--- src/sv/pmt_pkg.sv ---
// Shared types and constants for the PS/2 mouse packet tracker.
package pmt_pkg;

	localparam int COORD_W = 12;
	localparam int IDX_W   = 3;
	localparam int DATA_W  = COORD_W;

	localparam logic [7:0] SYNC_MASK = 8'h08;
	localparam logic [7:0] OVF_MASK  = 8'hC0;

	localparam logic [COORD_W-1:0] START_X = COORD_W'(400);
	localparam logic [COORD_W-1:0] START_Y = COORD_W'(300);
	localparam logic [COORD_W-1:0] RIGHT_MARGIN  = COORD_W'(2);
	localparam logic [COORD_W-1:0] BOTTOM_MARGIN = COORD_W'(3);

	// Configuration register indexes.
	localparam logic [IDX_W-1:0] CFG_ENABLE      = 3'd0;
	localparam logic [IDX_W-1:0] CFG_WHEEL_MODE  = 3'd1;
	localparam logic [IDX_W-1:0] CFG_SENSITIVITY = 3'd2;
	localparam logic [IDX_W-1:0] CFG_WIDTH       = 3'd3;
	localparam logic [IDX_W-1:0] CFG_HEIGHT      = 3'd4;

	localparam logic [3:0] SENS_MIN   = 4'd1;
	localparam logic [3:0] SENS_MAX   = 4'd10;
	localparam logic [3:0] SENS_RESET = 4'd4;
	localparam logic [COORD_W-1:0] WIDTH_RESET  = COORD_W'(800);
	localparam logic [COORD_W-1:0] HEIGHT_RESET = COORD_W'(600);

	typedef enum logic [1:0] {
		ST_MOVE     = 2'd0,
		ST_RESYNC   = 2'd1,
		ST_OVERFLOW = 2'd2
	} status_t;

	// One classified packet handed from the assembler to the executor.
	typedef struct packed {
		logic       resync;
		logic [7:0] flags;
		logic [7:0] raw_x;
		logic [7:0] raw_y;
		logic [7:0] wheel;
	} pkt_t;

	// Settings the executor works with.
	typedef struct packed {
		logic [3:0]         sens;
		logic [COORD_W-1:0] width;
		logic [COORD_W-1:0] height;
	} back_cfg_t;

	// One result transaction.
	typedef struct packed {
		status_t            status;
		logic [COORD_W-1:0] pos_x;
		logic [COORD_W-1:0] pos_y;
		logic [2:0]         buttons;
		logic [2:0]         prev_buttons;
		logic [7:0]         wheel_delta;
		logic               moved;
	} res_t;

endpackage

--- src/sv/pmt_front.sv ---
// Byte assembler: collects packet bytes, realigns on a missing sync bit, classifies packets.
module pmt_front import pmt_pkg::*; (
	input  logic       clk,
	input  logic       arst_n,
	input  logic       byte_valid,
	input  logic [7:0] byte_data,
	input  logic       enable,
	input  logic       wheel_mode,
	output logic       pkt_push,
	output pkt_t       pkt
);

	logic [7:0] bytes_q [4];
	logic [2:0] fill_q;

	logic [7:0] b [4];
	logic [7:0] nb [4];
	logic [2:0] size;
	logic [2:0] nf;
	logic [2:0] fill_d;
	logic [1:0] idx;
	logic       complete;
	logic       found;
	logic [1:0] shift;

	// View of the packet with the new byte written in.
	always_comb begin
		idx  = fill_q[1:0];
		size = wheel_mode ? 3'd4 : 3'd3;
		nf   = fill_q + 3'd1;
		for (int k = 0; k < 4; k++) begin
			b[k] = (idx == 2'(k)) ? byte_data : bytes_q[k];
		end
		complete = (nf >= size);
	end

	// Search for the first later byte carrying the sync bit.
	always_comb begin
		found = 1'b0;
		shift = 2'd0;
		for (int i = 1; i < 4; i++) begin
			if (!found && (3'(i) < size) && ((b[i] & SYNC_MASK) != 8'h00)) begin
				found = 1'b1;
				shift = 2'(i);
			end
		end
	end

	// Next store contents and fill count.
	always_comb begin
		for (int j = 0; j < 4; j++) begin
			nb[j] = b[j];
		end
		fill_d = nf;
		if (complete) begin
			if ((b[0] & SYNC_MASK) != 8'h00) begin
				fill_d = 3'd0;
			end else if (found) begin
				for (int j = 0; j < 3; j++) begin
					if ((3'(j) + {1'b0, shift}) < size) begin
						nb[j] = b[2'(j) + shift];
					end
				end
				fill_d = size - {1'b0, shift};
			end else begin
				fill_d = 3'd0;
			end
		end
	end

	// Packet handed to the queue.
	always_comb begin
		pkt_push   = byte_valid && enable && complete;
		pkt.resync = (b[0] & SYNC_MASK) == 8'h00;
		pkt.flags  = b[0];
		pkt.raw_x  = b[1];
		pkt.raw_y  = b[2];
		pkt.wheel  = wheel_mode ? b[3] : 8'h00;
	end

	// Fill count register.
	always_ff @(posedge clk or negedge arst_n) begin
		if (!arst_n) begin
			fill_q <= 3'd0;
		end else if (byte_valid && enable) begin
			fill_q <= fill_d;
		end
	end

	// Packet byte store, no reset needed.
	always_ff @(posedge clk) begin
		if (byte_valid && enable) begin
			for (int k = 0; k < 4; k++) begin
				bytes_q[k] <= nb[k];
			end
		end
	end

endmodule

--- src/sv/pmt_pkt_queue.sv ---
// Two-entry queue of classified packets between the assembler and the executor.
module pmt_pkt_queue import pmt_pkg::*; (
	input  logic clk,
	input  logic arst_n,
	input  logic wr_en,
	input  pkt_t wr_data,
	input  logic rd_en,
	output logic rd_valid,
	output pkt_t rd_data,
	output logic full
);

	pkt_t       mem_q [2];
	logic [1:0] count_q;
	logic       wptr_q;
	logic       rptr_q;
	logic       do_wr;
	logic       do_rd;

	assign full     = (count_q == 2'd2);
	assign rd_valid = (count_q != 2'd0);
	assign rd_data  = mem_q[rptr_q];
	assign do_wr    = wr_en && !full;
	assign do_rd    = rd_en && rd_valid;

	// Pointers and occupancy.
	always_ff @(posedge clk or negedge arst_n) begin
		if (!arst_n) begin
			count_q <= 2'd0;
			wptr_q  <= 1'b0;
			rptr_q  <= 1'b0;
		end else begin
			if (do_wr) wptr_q <= ~wptr_q;
			if (do_rd) rptr_q <= ~rptr_q;
			count_q <= count_q + {1'b0, do_wr} - {1'b0, do_rd};
		end
	end

	// Entry storage.
	always_ff @(posedge clk) begin
		if (do_wr) begin
			mem_q[wptr_q] <= wr_data;
		end
	end

endmodule

--- src/sv/pmt_back.sv ---
// Packet executor: updates buttons and cursor, and queues result transactions.
module pmt_back import pmt_pkg::*; (
	input  logic      clk,
	input  logic      arst_n,
	input  logic      pkt_valid,
	input  pkt_t      pkt,
	output logic      pkt_pop,
	input  back_cfg_t cfg,
	output logic      res_empty,
	output res_t      res,
	input  logic      res_pop
);

	logic [COORD_W-1:0] cur_x_q;
	logic [COORD_W-1:0] cur_y_q;
	logic [2:0]         btn_q;
	logic [2:0]         last_btn_q;

	res_t       out_q [2];
	logic [1:0] out_cnt_q;
	logic       out_wptr_q;
	logic       out_rptr_q;
	logic       out_rd;
	logic       out_room;

	logic signed [12:0]    px, py, tx, ty, dx, dy;
	logic signed [COORD_W+2:0] nx, ny, max_x, max_y;
	logic [COORD_W-1:0]    cx, cy;
	logic                  ovf;
	res_t                  r;

	// Output queue handshake.
	assign res_empty = (out_cnt_q == 2'd0);
	assign res       = out_q[out_rptr_q];
	assign out_rd    = res_pop && !res_empty;
	assign out_room  = (out_cnt_q != 2'd2) || out_rd;
	assign pkt_pop   = pkt_valid && out_room;

	// Scaled deltas, truncated toward zero; Y is inverted.
	always_comb begin
		px = $signed(pkt.raw_x) * $signed({1'b0, cfg.sens});
		py = $signed(pkt.raw_y) * $signed({1'b0, cfg.sens});
		tx = px + $signed({12'd0, px[12]});
		ty = py + $signed({12'd0, py[12]});
		dx = tx >>> 1;
		dy = ty >>> 1;
		nx = $signed({3'b000, cur_x_q}) + (COORD_W+3)'(dx);
		ny = $signed({3'b000, cur_y_q}) - (COORD_W+3)'(dy);
		max_x = $signed({3'b000, cfg.width}) - $signed({3'b000, RIGHT_MARGIN});
		max_y = $signed({3'b000, cfg.height}) - $signed({3'b000, BOTTOM_MARGIN});
		if (max_x < 0) max_x = '0;
		if (max_y < 0) max_y = '0;
		if (nx < 0)          cx = '0;
		else if (nx > max_x) cx = max_x[COORD_W-1:0];
		else                 cx = nx[COORD_W-1:0];
		if (ny < 0)          cy = '0;
		else if (ny > max_y) cy = max_y[COORD_W-1:0];
		else                 cy = ny[COORD_W-1:0];
	end

	// Result of the packet at the head of the queue.
	always_comb begin
		ovf = (pkt.flags & OVF_MASK) != 8'h00;
		r.pos_x        = cur_x_q;
		r.pos_y        = cur_y_q;
		r.buttons      = btn_q;
		r.prev_buttons = last_btn_q;
		r.wheel_delta  = 8'h00;
		r.moved        = 1'b0;
		if (pkt.resync) begin
			r.status = ST_RESYNC;
		end else begin
			r.buttons      = pkt.flags[2:0];
			r.prev_buttons = btn_q;
			r.wheel_delta  = pkt.wheel;
			if (ovf) begin
				r.status = ST_OVERFLOW;
			end else begin
				r.status = ST_MOVE;
				r.pos_x  = cx;
				r.pos_y  = cy;
				r.moved  = (cx != cur_x_q) || (cy != cur_y_q);
			end
		end
	end

	// Tracker state and output queue control.
	always_ff @(posedge clk or negedge arst_n) begin
		if (!arst_n) begin
			cur_x_q    <= START_X;
			cur_y_q    <= START_Y;
			btn_q      <= 3'd0;
			last_btn_q <= 3'd0;
			out_cnt_q  <= 2'd0;
			out_wptr_q <= 1'b0;
			out_rptr_q <= 1'b0;
		end else begin
			if (pkt_pop) begin
				cur_x_q    <= r.pos_x;
				cur_y_q    <= r.pos_y;
				btn_q      <= r.buttons;
				last_btn_q <= r.prev_buttons;
				out_wptr_q <= ~out_wptr_q;
			end
			if (out_rd) out_rptr_q <= ~out_rptr_q;
			out_cnt_q <= out_cnt_q + {1'b0, pkt_pop} - {1'b0, out_rd};
		end
	end

	// Result storage.
	always_ff @(posedge clk) begin
		if (pkt_pop) begin
			out_q[out_wptr_q] <= r;
		end
	end

endmodule

--- src/sv/ps2_mouse_packet_tracker.sv ---
// Top level of the PS/2 mouse packet tracker: configuration registers and the two halves.
//
//   channel   handshake        payload
//   -------   ---------        -------
//   input     push / full      data_byte
//   result    empty / pop      status, pos_x, pos_y, buttons, prev_buttons,
//                              wheel_delta, moved
//   config    cfg_we           cfg_index, cfg_data
//
// One byte is taken every cycle while full is low; the assembler classifies it in the
// cycle it arrives. A complete packet enters the packet queue at the edge that takes
// its last byte. The executor finishes one packet per cycle while its two-entry result
// queue has room, and writes each result there. full rises only when the two-entry
// packet queue is full, which happens when results are not popped. Reset clears all
// control state and loads the defaults.
module ps2_mouse_packet_tracker import pmt_pkg::*; (
	input  logic               clk,
	input  logic               arst_n,
	input  logic               push,
	output logic               full,
	input  logic [7:0]         data_byte,
	output logic               empty,
	input  logic               pop,
	output logic [1:0]         status,
	output logic [COORD_W-1:0] pos_x,
	output logic [COORD_W-1:0] pos_y,
	output logic [2:0]         buttons,
	output logic [2:0]         prev_buttons,
	output logic signed [7:0]  wheel_delta,
	output logic               moved,
	input  logic               cfg_we,
	input  logic [IDX_W-1:0]   cfg_index,
	input  logic [DATA_W-1:0]  cfg_data
);

	logic               enable_q;
	logic               wheel_q;
	logic [3:0]         sens_q;
	logic [COORD_W-1:0] width_q;
	logic [COORD_W-1:0] height_q;

	logic      in_acc;
	logic      pkt_push;
	pkt_t      pkt_in;
	logic      pkt_valid;
	pkt_t      pkt_head;
	logic      pkt_pop;
	back_cfg_t bcfg;
	res_t      res;

	// Configuration registers.
	always_ff @(posedge clk or negedge arst_n) begin
		if (!arst_n) begin
			enable_q <= 1'b0;
			wheel_q  <= 1'b0;
			sens_q   <= SENS_RESET;
			width_q  <= WIDTH_RESET;
			height_q <= HEIGHT_RESET;
		end else if (cfg_we) begin
			case (cfg_index)
				CFG_ENABLE:     enable_q <= cfg_data[0];
				CFG_WHEEL_MODE: wheel_q  <= cfg_data[0];
				CFG_SENSITIVITY: begin
					if (cfg_data >= DATA_W'(SENS_MIN) && cfg_data <= DATA_W'(SENS_MAX)) begin
						sens_q <= cfg_data[3:0];
					end
				end
				CFG_WIDTH:      width_q  <= cfg_data[COORD_W-1:0];
				CFG_HEIGHT:     height_q <= cfg_data[COORD_W-1:0];
				default: ;
			endcase
		end
	end

	assign in_acc = push && !full;

	pmt_front u_front (
		.clk        (clk),
		.arst_n     (arst_n),
		.byte_valid (in_acc),
		.byte_data  (data_byte),
		.enable     (enable_q),
		.wheel_mode (wheel_q),
		.pkt_push   (pkt_push),
		.pkt        (pkt_in)
	);

	pmt_pkt_queue u_queue (
		.clk      (clk),
		.arst_n   (arst_n),
		.wr_en    (pkt_push),
		.wr_data  (pkt_in),
		.rd_en    (pkt_pop),
		.rd_valid (pkt_valid),
		.rd_data  (pkt_head),
		.full     (full)
	);

	assign bcfg.sens   = sens_q;
	assign bcfg.width  = width_q;
	assign bcfg.height = height_q;

	pmt_back u_back (
		.clk       (clk),
		.arst_n    (arst_n),
		.pkt_valid (pkt_valid),
		.pkt       (pkt_head),
		.pkt_pop   (pkt_pop),
		.cfg       (bcfg),
		.res_empty (empty),
		.res       (res),
		.res_pop   (pop)
	);

	// Result fields.
	assign status       = res.status;
	assign pos_x        = res.pos_x;
	assign pos_y        = res.pos_y;
	assign buttons      = res.buttons;
	assign prev_buttons = res.prev_buttons;
	assign wheel_delta  = $signed(res.wheel_delta);
	assign moved        = res.moved;

endmodule
--- config.mk ---
export PLATFORM = sky130hd
export DESIGN_NAME = ps2_mouse_packet_tracker
export DESIGN_NICKNAME = d
export VERILOG_FILES = /design/src/sv/pmt_pkg.sv /design/src/sv/pmt_front.sv /design/src/sv/pmt_pkt_queue.sv /design/src/sv/pmt_back.sv /design/src/sv/ps2_mouse_packet_tracker.sv
export SDC_FILE = /design/constraint.sdc
export NUM_CORES = 1
export LEC_CHECK = 0
export BUFFER_PORTS_ARGS = -buffer_cell sky130_fd_sc_hd__buf_2
export CAP_MARGIN = 20
export CELL_PAD_IN_SITES_DETAIL_PLACEMENT = 0
export CELL_PAD_IN_SITES_GLOBAL_PLACEMENT = 2
export CORE_UTILIZATION = 42
export DETAILED_ROUTE_END_ITERATION = 10
export GPL_TIMING_DRIVEN = 1
export PLACE_DENSITY_LB_ADDON = 0.1
export SLEW_MARGIN = 20
export SYNTH_ARGS = -nofsm -noshare
export SYNTH_HDL_FRONTEND = slang
export SYNTH_SLANG_ARGS = --single-unit
--- constraint.sdc ---
create_clock -name clk -period 12.7 [get_ports clk]
set_input_delay 2.54 -clock clk [delete_from_list [all_inputs] [get_ports clk]]
set_output_delay 2.54 -clock clk [all_outputs]
set_load 0.01 [all_outputs]
Word level (Yosys, flattened, before mapping)
Memories as Yosys holds them, arrays and structs flattened.
Index checks and enable logic that the tools add are counted.
{ "totals": {"ff_bits": 71, "ram_bits": 180, "output_inout_bits": 43, "elab_cells": 150, "mem_count": 3} }
{ "op_classes": {"addsub": 16, "n_mul": 2, "magnitude_cmp": 18, "n_eq_ne": 11, "mux": 47, "n_bitwise": 7, "reduce_logical": 30} }
{ "mem_list": {"columns": ["memory", "words", "width", "read_ports", "rd_ports_with_merged_regs", "wr", "line_no", "text"], "rows": [
  ["u_back.out_q", 2, 41, 1, 0, 1, "pmt_back.sv:19", "res_t out_q [2];"],
  ["u_queue.mem_q", 2, 33, 1, 0, 1, "pmt_pkt_queue.sv:13", "pkt_t mem_q [2];"],
  ["u_front.bytes_q", 4, 8, 4, 0, 4, "pmt_front.sv:13", "logic [7:0] bytes_q [4];"]
]} }
{ "ops": {"columns": ["operator", "count"], "rows": [
  ["$mux W8", 14],
  ["$mux W24", 4],
  ["$bmux W8 S2", 3],
  ["$mux W12", 4],
  ["$mux W39", 1],
  ["$gt A14 B15 Y1", 2],
  ["$mux W15", 2],
  ["$lt A14 B1 Y1 const B", 2],
  ["$add A13 B2 Y13", 2],
  ["$lt A13 B1 Y1 const B", 2],
  ["$mul A8 B5 Y13", 2],
  ["$sub A12 B2 Y13 const B", 2],
  ["$ne A12 B12 Y1", 2],
  ["$add A13 B12 Y14", 1],
  ["$sub A13 B12 Y14", 1],
  ["$logic_and A1 B1 Y1", 13],
  ["$ge A12 B1 Y1 const B", 1],
  ["$le A12 B4 Y1 const B", 1],
  ["$mux W3", 4],
  ["$mux W1", 11],
  ["$ge A3 B3 Y1 const B", 3],
  ["$not A2 Y3", 3],
  ["$logic_not A8 Y1", 1],
  ["$mux W2", 4],
  ["other kinds (28)", 46]
]} }

Longest topological paths before layout
{ "depth": {"depth_word": 21, "ltp_mapped": 43, "depth_no_buf": 39} }

By module
From an unflattened synthesis, not the netlist that was laid out.
{ "unflattened": {"hier_cells": 1594, "hier_area_um2": 17444.2} }
{ "modules_own_cells": {"columns": ["mod", "instances", "cells_each", "area_each_um2", "seq_area_each_um2"], "rows": [
  ["pmt_back", 1, 1105, 10597.7, 3321.9],
  ["pmt_front", 1, 292, 2930.3, 1036.0],
  ["pmt_pkt_queue", 1, 121, 2710.1, 2082.0],
  ["ps2_mouse_packet_tracker", 1, 76, 1206.2, 760.7]
]} }

Worst setup path before layout
OpenSTA, ideal clock, no wires.
{ "synth_path": {"path_type": "reg-to-reg", "startpoint": "register u_queue.rptr_q", "endpoint": "memory u_back.out_q[0][0] in the netlist's numbering (data pin)", "arrival_ps": 10122, "path_slack_ps": 2305, "path_stages_with_launch": 42, "cell_sequence": "dfrtp_1 clkbuf_1 buf_1 buf_1 mux2i_1 nor2b_1 ha_1 fa_1 inv_1 fa_1 inv_1 ha_1 nor2_1 a2111oi_4 o211a_1 or3_1 and2_1 nor3b_1 (+6 left out) ha_1 a21oi_1 o21ai_0 a21o_1 xor2_1 inv_1 ha_1 nand2_1 o21ai_0 a31oi_1 nor2_1 nor3_1 a2111oi_4 mux2_2 o2bb2ai_1 or4_1 a2111oi_2 a21oi_1"} }
{ "synth_lines": {"columns": ["item", "line_no", "text"], "rows": [
  ["start, declared", "pmt_pkt_queue.sv:16", "logic rptr_q;"],
  ["start signal, assigned", "pmt_pkt_queue.sv:34", "if (do_rd) rptr_q <= ~rptr_q;"],
  ["end, declared", "pmt_back.sv:19", null]
]} }

==> flow_metrics.env <==
export IMPL_switching_share=0.417
export IMPL_drt_iter0_markers=754
export IMPL_die_area_um2=40900
export IMPL_fin_nets=1852
export IMPL_grt_setup_unrepaired="no"
export IMPL_stdcell_count=2210
export IMPL_timing_fmax_mhz=89.2
export IMPL_critPathBufInv=3
export IMPL_path_max_fanout=19
export IMPL_yosys_warnings=0
export IMPL_synth_area_um2=16800
export IMPL_share_comb_of_total_power=0.491
export IMPL_viasPerCell=5.45
export IMPL_dp_cells=2157
export IMPL_cts_setup_buffers=0
export IMPL_seq_power_share=0.316
export IMPL_setup_slack_ns=1.50
export IMPL_postRouteAntennaNets=0
export IMPL_cts_hold_buf=0
export IMPL_die_x_um=202
export IMPL_critPathTopFamily="simple AND/OR/NAND/NOR gates"
export IMPL_crit_top_cell="ha_1"
export IMPL_fp_coreArea_um2=39100
export IMPL_die_h_um=202
export IMPL_port_buffers=70
export IMPL_worstPathRequired_ns=13.01
export IMPL_p_clk_frac=0.193
export IMPL_start_kind="flop"
export IMPL_nFillCells=3665
export IMPL_arrival_ns=11.52
export IMPL_path_class="reg -> reg"
export IMPL_final_setup_viol_count=0
export IMPL_postPlaceCellArea_um2=17800
export IMPL_drc_errors=0
export IMPL_dr_pass1_iters=5
export IMPL_wl_met3_um=1680
export IMPL_max_stage_delay_ns=0.94
export IMPL_cts_sinks=245
export IMPL_fin_skew_ns=0.0149
export IMPL_wl_per_cell_um=19.7
export IMPL_seqCellArea_um2=7020
export IMPL_drive_above_1_share=0.163
export IMPL_worstHoldPathType="reg -> reg"
export IMPL_end_kind="flop"
export IMPL_dp_worst_setup_slack_ns=1.47
export IMPL_clockBufferDepth=3
export IMPL_gp_congestion=0.938
export IMPL_dr_wl_met2_um=19800
export IMPL_n_antenna_cell=0
export IMPL_ys_ff_latch=245
export IMPL_power_density_nw_per_um2=246
export IMPL_maxCapViolCount=0
export IMPL_grt_pass1_vias=11900
export IMPL_root_buffer="clkbuf_16"
export IMPL_status="finished, final reports clean"
export IMPL_fin_crit_ns=11.20
export IMPL_cts_buffers=29
export IMPL_grt_first_pass_wirelength_um=68200
export IMPL_synth_edf_count=174
export IMPL_maxSlewHeadroom=0.275
export IMPL_slew_violations=0
export IMPL_grt_ovfl_total=0
export IMPL_met1Wirelength_um=21100
export IMPL_top_layer="met4"
export IMPL_floorplan_initialDensity=0.430
export IMPL_pin_count=71
export IMPL_async_flop_share=0.290
export IMPL_period_share=0.882
export IMPL_place_hpwl_um=33000
export IMPL_ys_flop_type="edfxtp_1"
export IMPL_multi_input_area_um2=9130
export IMPL_row_count=72
export IMPL_p_leak_nw=8.04
export IMPL_p_sw_mw=1.93
export IMPL_hold_viol=0
export IMPL_synth_cells=1599
export IMPL_grtUsageTotal=0.215
export IMPL_grt_max_degree=69
export IMPL_fin_hold_ws_ns=0.508
export IMPL_syn_to_final_growth_pct=11.8
export IMPL_antenna_found_initial=0
export IMPL_ctsResizeCount=0
export IMPL_peakVddDrop_uv=137
export IMPL_worstMarginPinSlew_ns=1.08
export IMPL_synth_nets=1781
export IMPL_stdcell_area_um2=18800
export IMPL_syn_area_per_cell_um2=10.5
export IMPL_cpMaxStageDelayCell="dfrtp_1"
export IMPL_clk_latency_ns=0.58
export IMPL_yosys_cell_types_count=80
export IMPL_clk_pin_slew_ns=0.07
export IMPL_fin_setup_tns_ns=0
export IMPL_routed_wl_um=43400
export IMPL_cts_tree="built"
export IMPL_ys_seq_area_frac=0.417
export IMPL_htree_num_levels=1
export IMPL_num_vias=12100
export IMPL_p_int_mw=2.70
flip-flops by register name, indices dropped and copies added, names as in the netlist:
register and count:
enable_q 1, height_q 12, sens_q 4, u_back.btn_q 3, u_back.cur_x_q 12, u_back.cur_y_q 12
u_back.last_btn_q 3, u_back.out_cnt_q 2, u_back.out_q 82, u_back.out_rptr_q 1, u_back.out_wptr_q 1, u_front.bytes_q 32
u_front.fill_q 3, u_queue.count_q 2, u_queue.mem_q 60, u_queue.rptr_q 1, u_queue.wptr_q 1, wheel_q 1
width_q 12
metrics by stage:
step	util	power [mW]
final	0.481	4.62
after floorplan	-	3.05
after global routing	0.481	4.95
after detailed placement	0.455	3.74
after CTS	0.481	4.65
after global placement	0.455	3.72
power groups by stage:
stage,registers (mW),logic (mW),clock network [mW]
2_1_floorplan,1.38,1.67,0
5_1_grt,1.50,2.50,0.948
3_3_place_gp,1.47,2.25,0
4_1_cts,1.46,2.28,0.913
6_report,1.46,2.27,0.890
3_5_place_dp,1.48,2.26,0
cell families (layout without fill, tap and decap cells):
kind of cell,count (synthesis),in the layout,share of synthesized area
buf+inv,184,277,0.0419
mux,165,165,0.105
xor+xnor,80,80,0.0421
flops,245,245,0.417
fa+ha+maj,154,154,0.131
compound gates,305,305,0.121
simple gates,466,466,0.141
cell type report:
type / count / area share
multi-input cells: 1170 / 0.485
inverters: 139 / 0.0277
flip-flops and latches: 245 / 0.373
repair buffers: 85 / 0.0247
clock buffers: 31 / 0.0395
clock inverters: 22 / 0.0148
well taps: 518 / 0.0344
routing by layer:
| layer | global-route usage | vias up |
|---|---|---|
| li1 | - | 5913 |
| met1 | 0.311 | 5850 |
| met2 | 0.339 | 234 |
| met3 | 0.0281 | 55 |
| met4 | 0.0529 | 0 |
| met5 | 0 | - |
synthesized netlist by cell type, drive strengths merged, types with 34 or more instances:
library cell	count	area share
a21oi	77	0.023
clkbuf	36	0.0080
dfrtp	56	0.083
edfxtp	174	0.31
fa	37	0.044
ha	117	0.087
inv	136	0.030
mux2	98	0.066
mux2i	67	0.040
nand2	139	0.031
nor2	100	0.022
nor2b	58	0.022
o21ai	78	0.023
xnor2	46	0.024
xor2	34	0.018
layout by cell type, fill, tap and decap left out, types with 33 or more instances in the layout:
master and n:
a21oi_1 76, mux2i_1 67, fa_1 37, buf_2 69, dfrtp_1 55, xor2_1 33, o21ai_0 72, nor2b_1 58
nor2_1 99, ha_1 117, inv_1 135, nand2_1 139, xnor2_1 46, mux2_2 98, edfxtp_1 174
worst reg2reg max path: cells and delay by family (launching register included):
kind / cells / cell delay (ns)
mux: 2 / 0.89
xor+xnor: 2 / 0.39
fa+ha+maj: 7 / 2.57
flops: 1 / 0.94
buf+inv: 3 / 0.47
compound gates: 12 / 2.39
simple gates: 12 / 3.29
final timing paths:
path                       depth (start not counted)  slack, ns            endpoint           start
setup / recovery                                  38       1.50  u_back.out_q[0][0]  u_queue.rptr_q
hold / removal                                     1       0.51            enable_q        enable_q
setup reg to reg                                  38       1.50  u_back.out_q[0][0]  u_queue.rptr_q
hold reg to reg                                    1       0.51            enable_q        enable_q
max in group asynchronous                          2       9.69   u_back.out_rptr_q          arst_n
min in group asynchronous                          1       1.75   u_front.fill_q[2]          arst_n
Power figures use the tool's default switching activity.
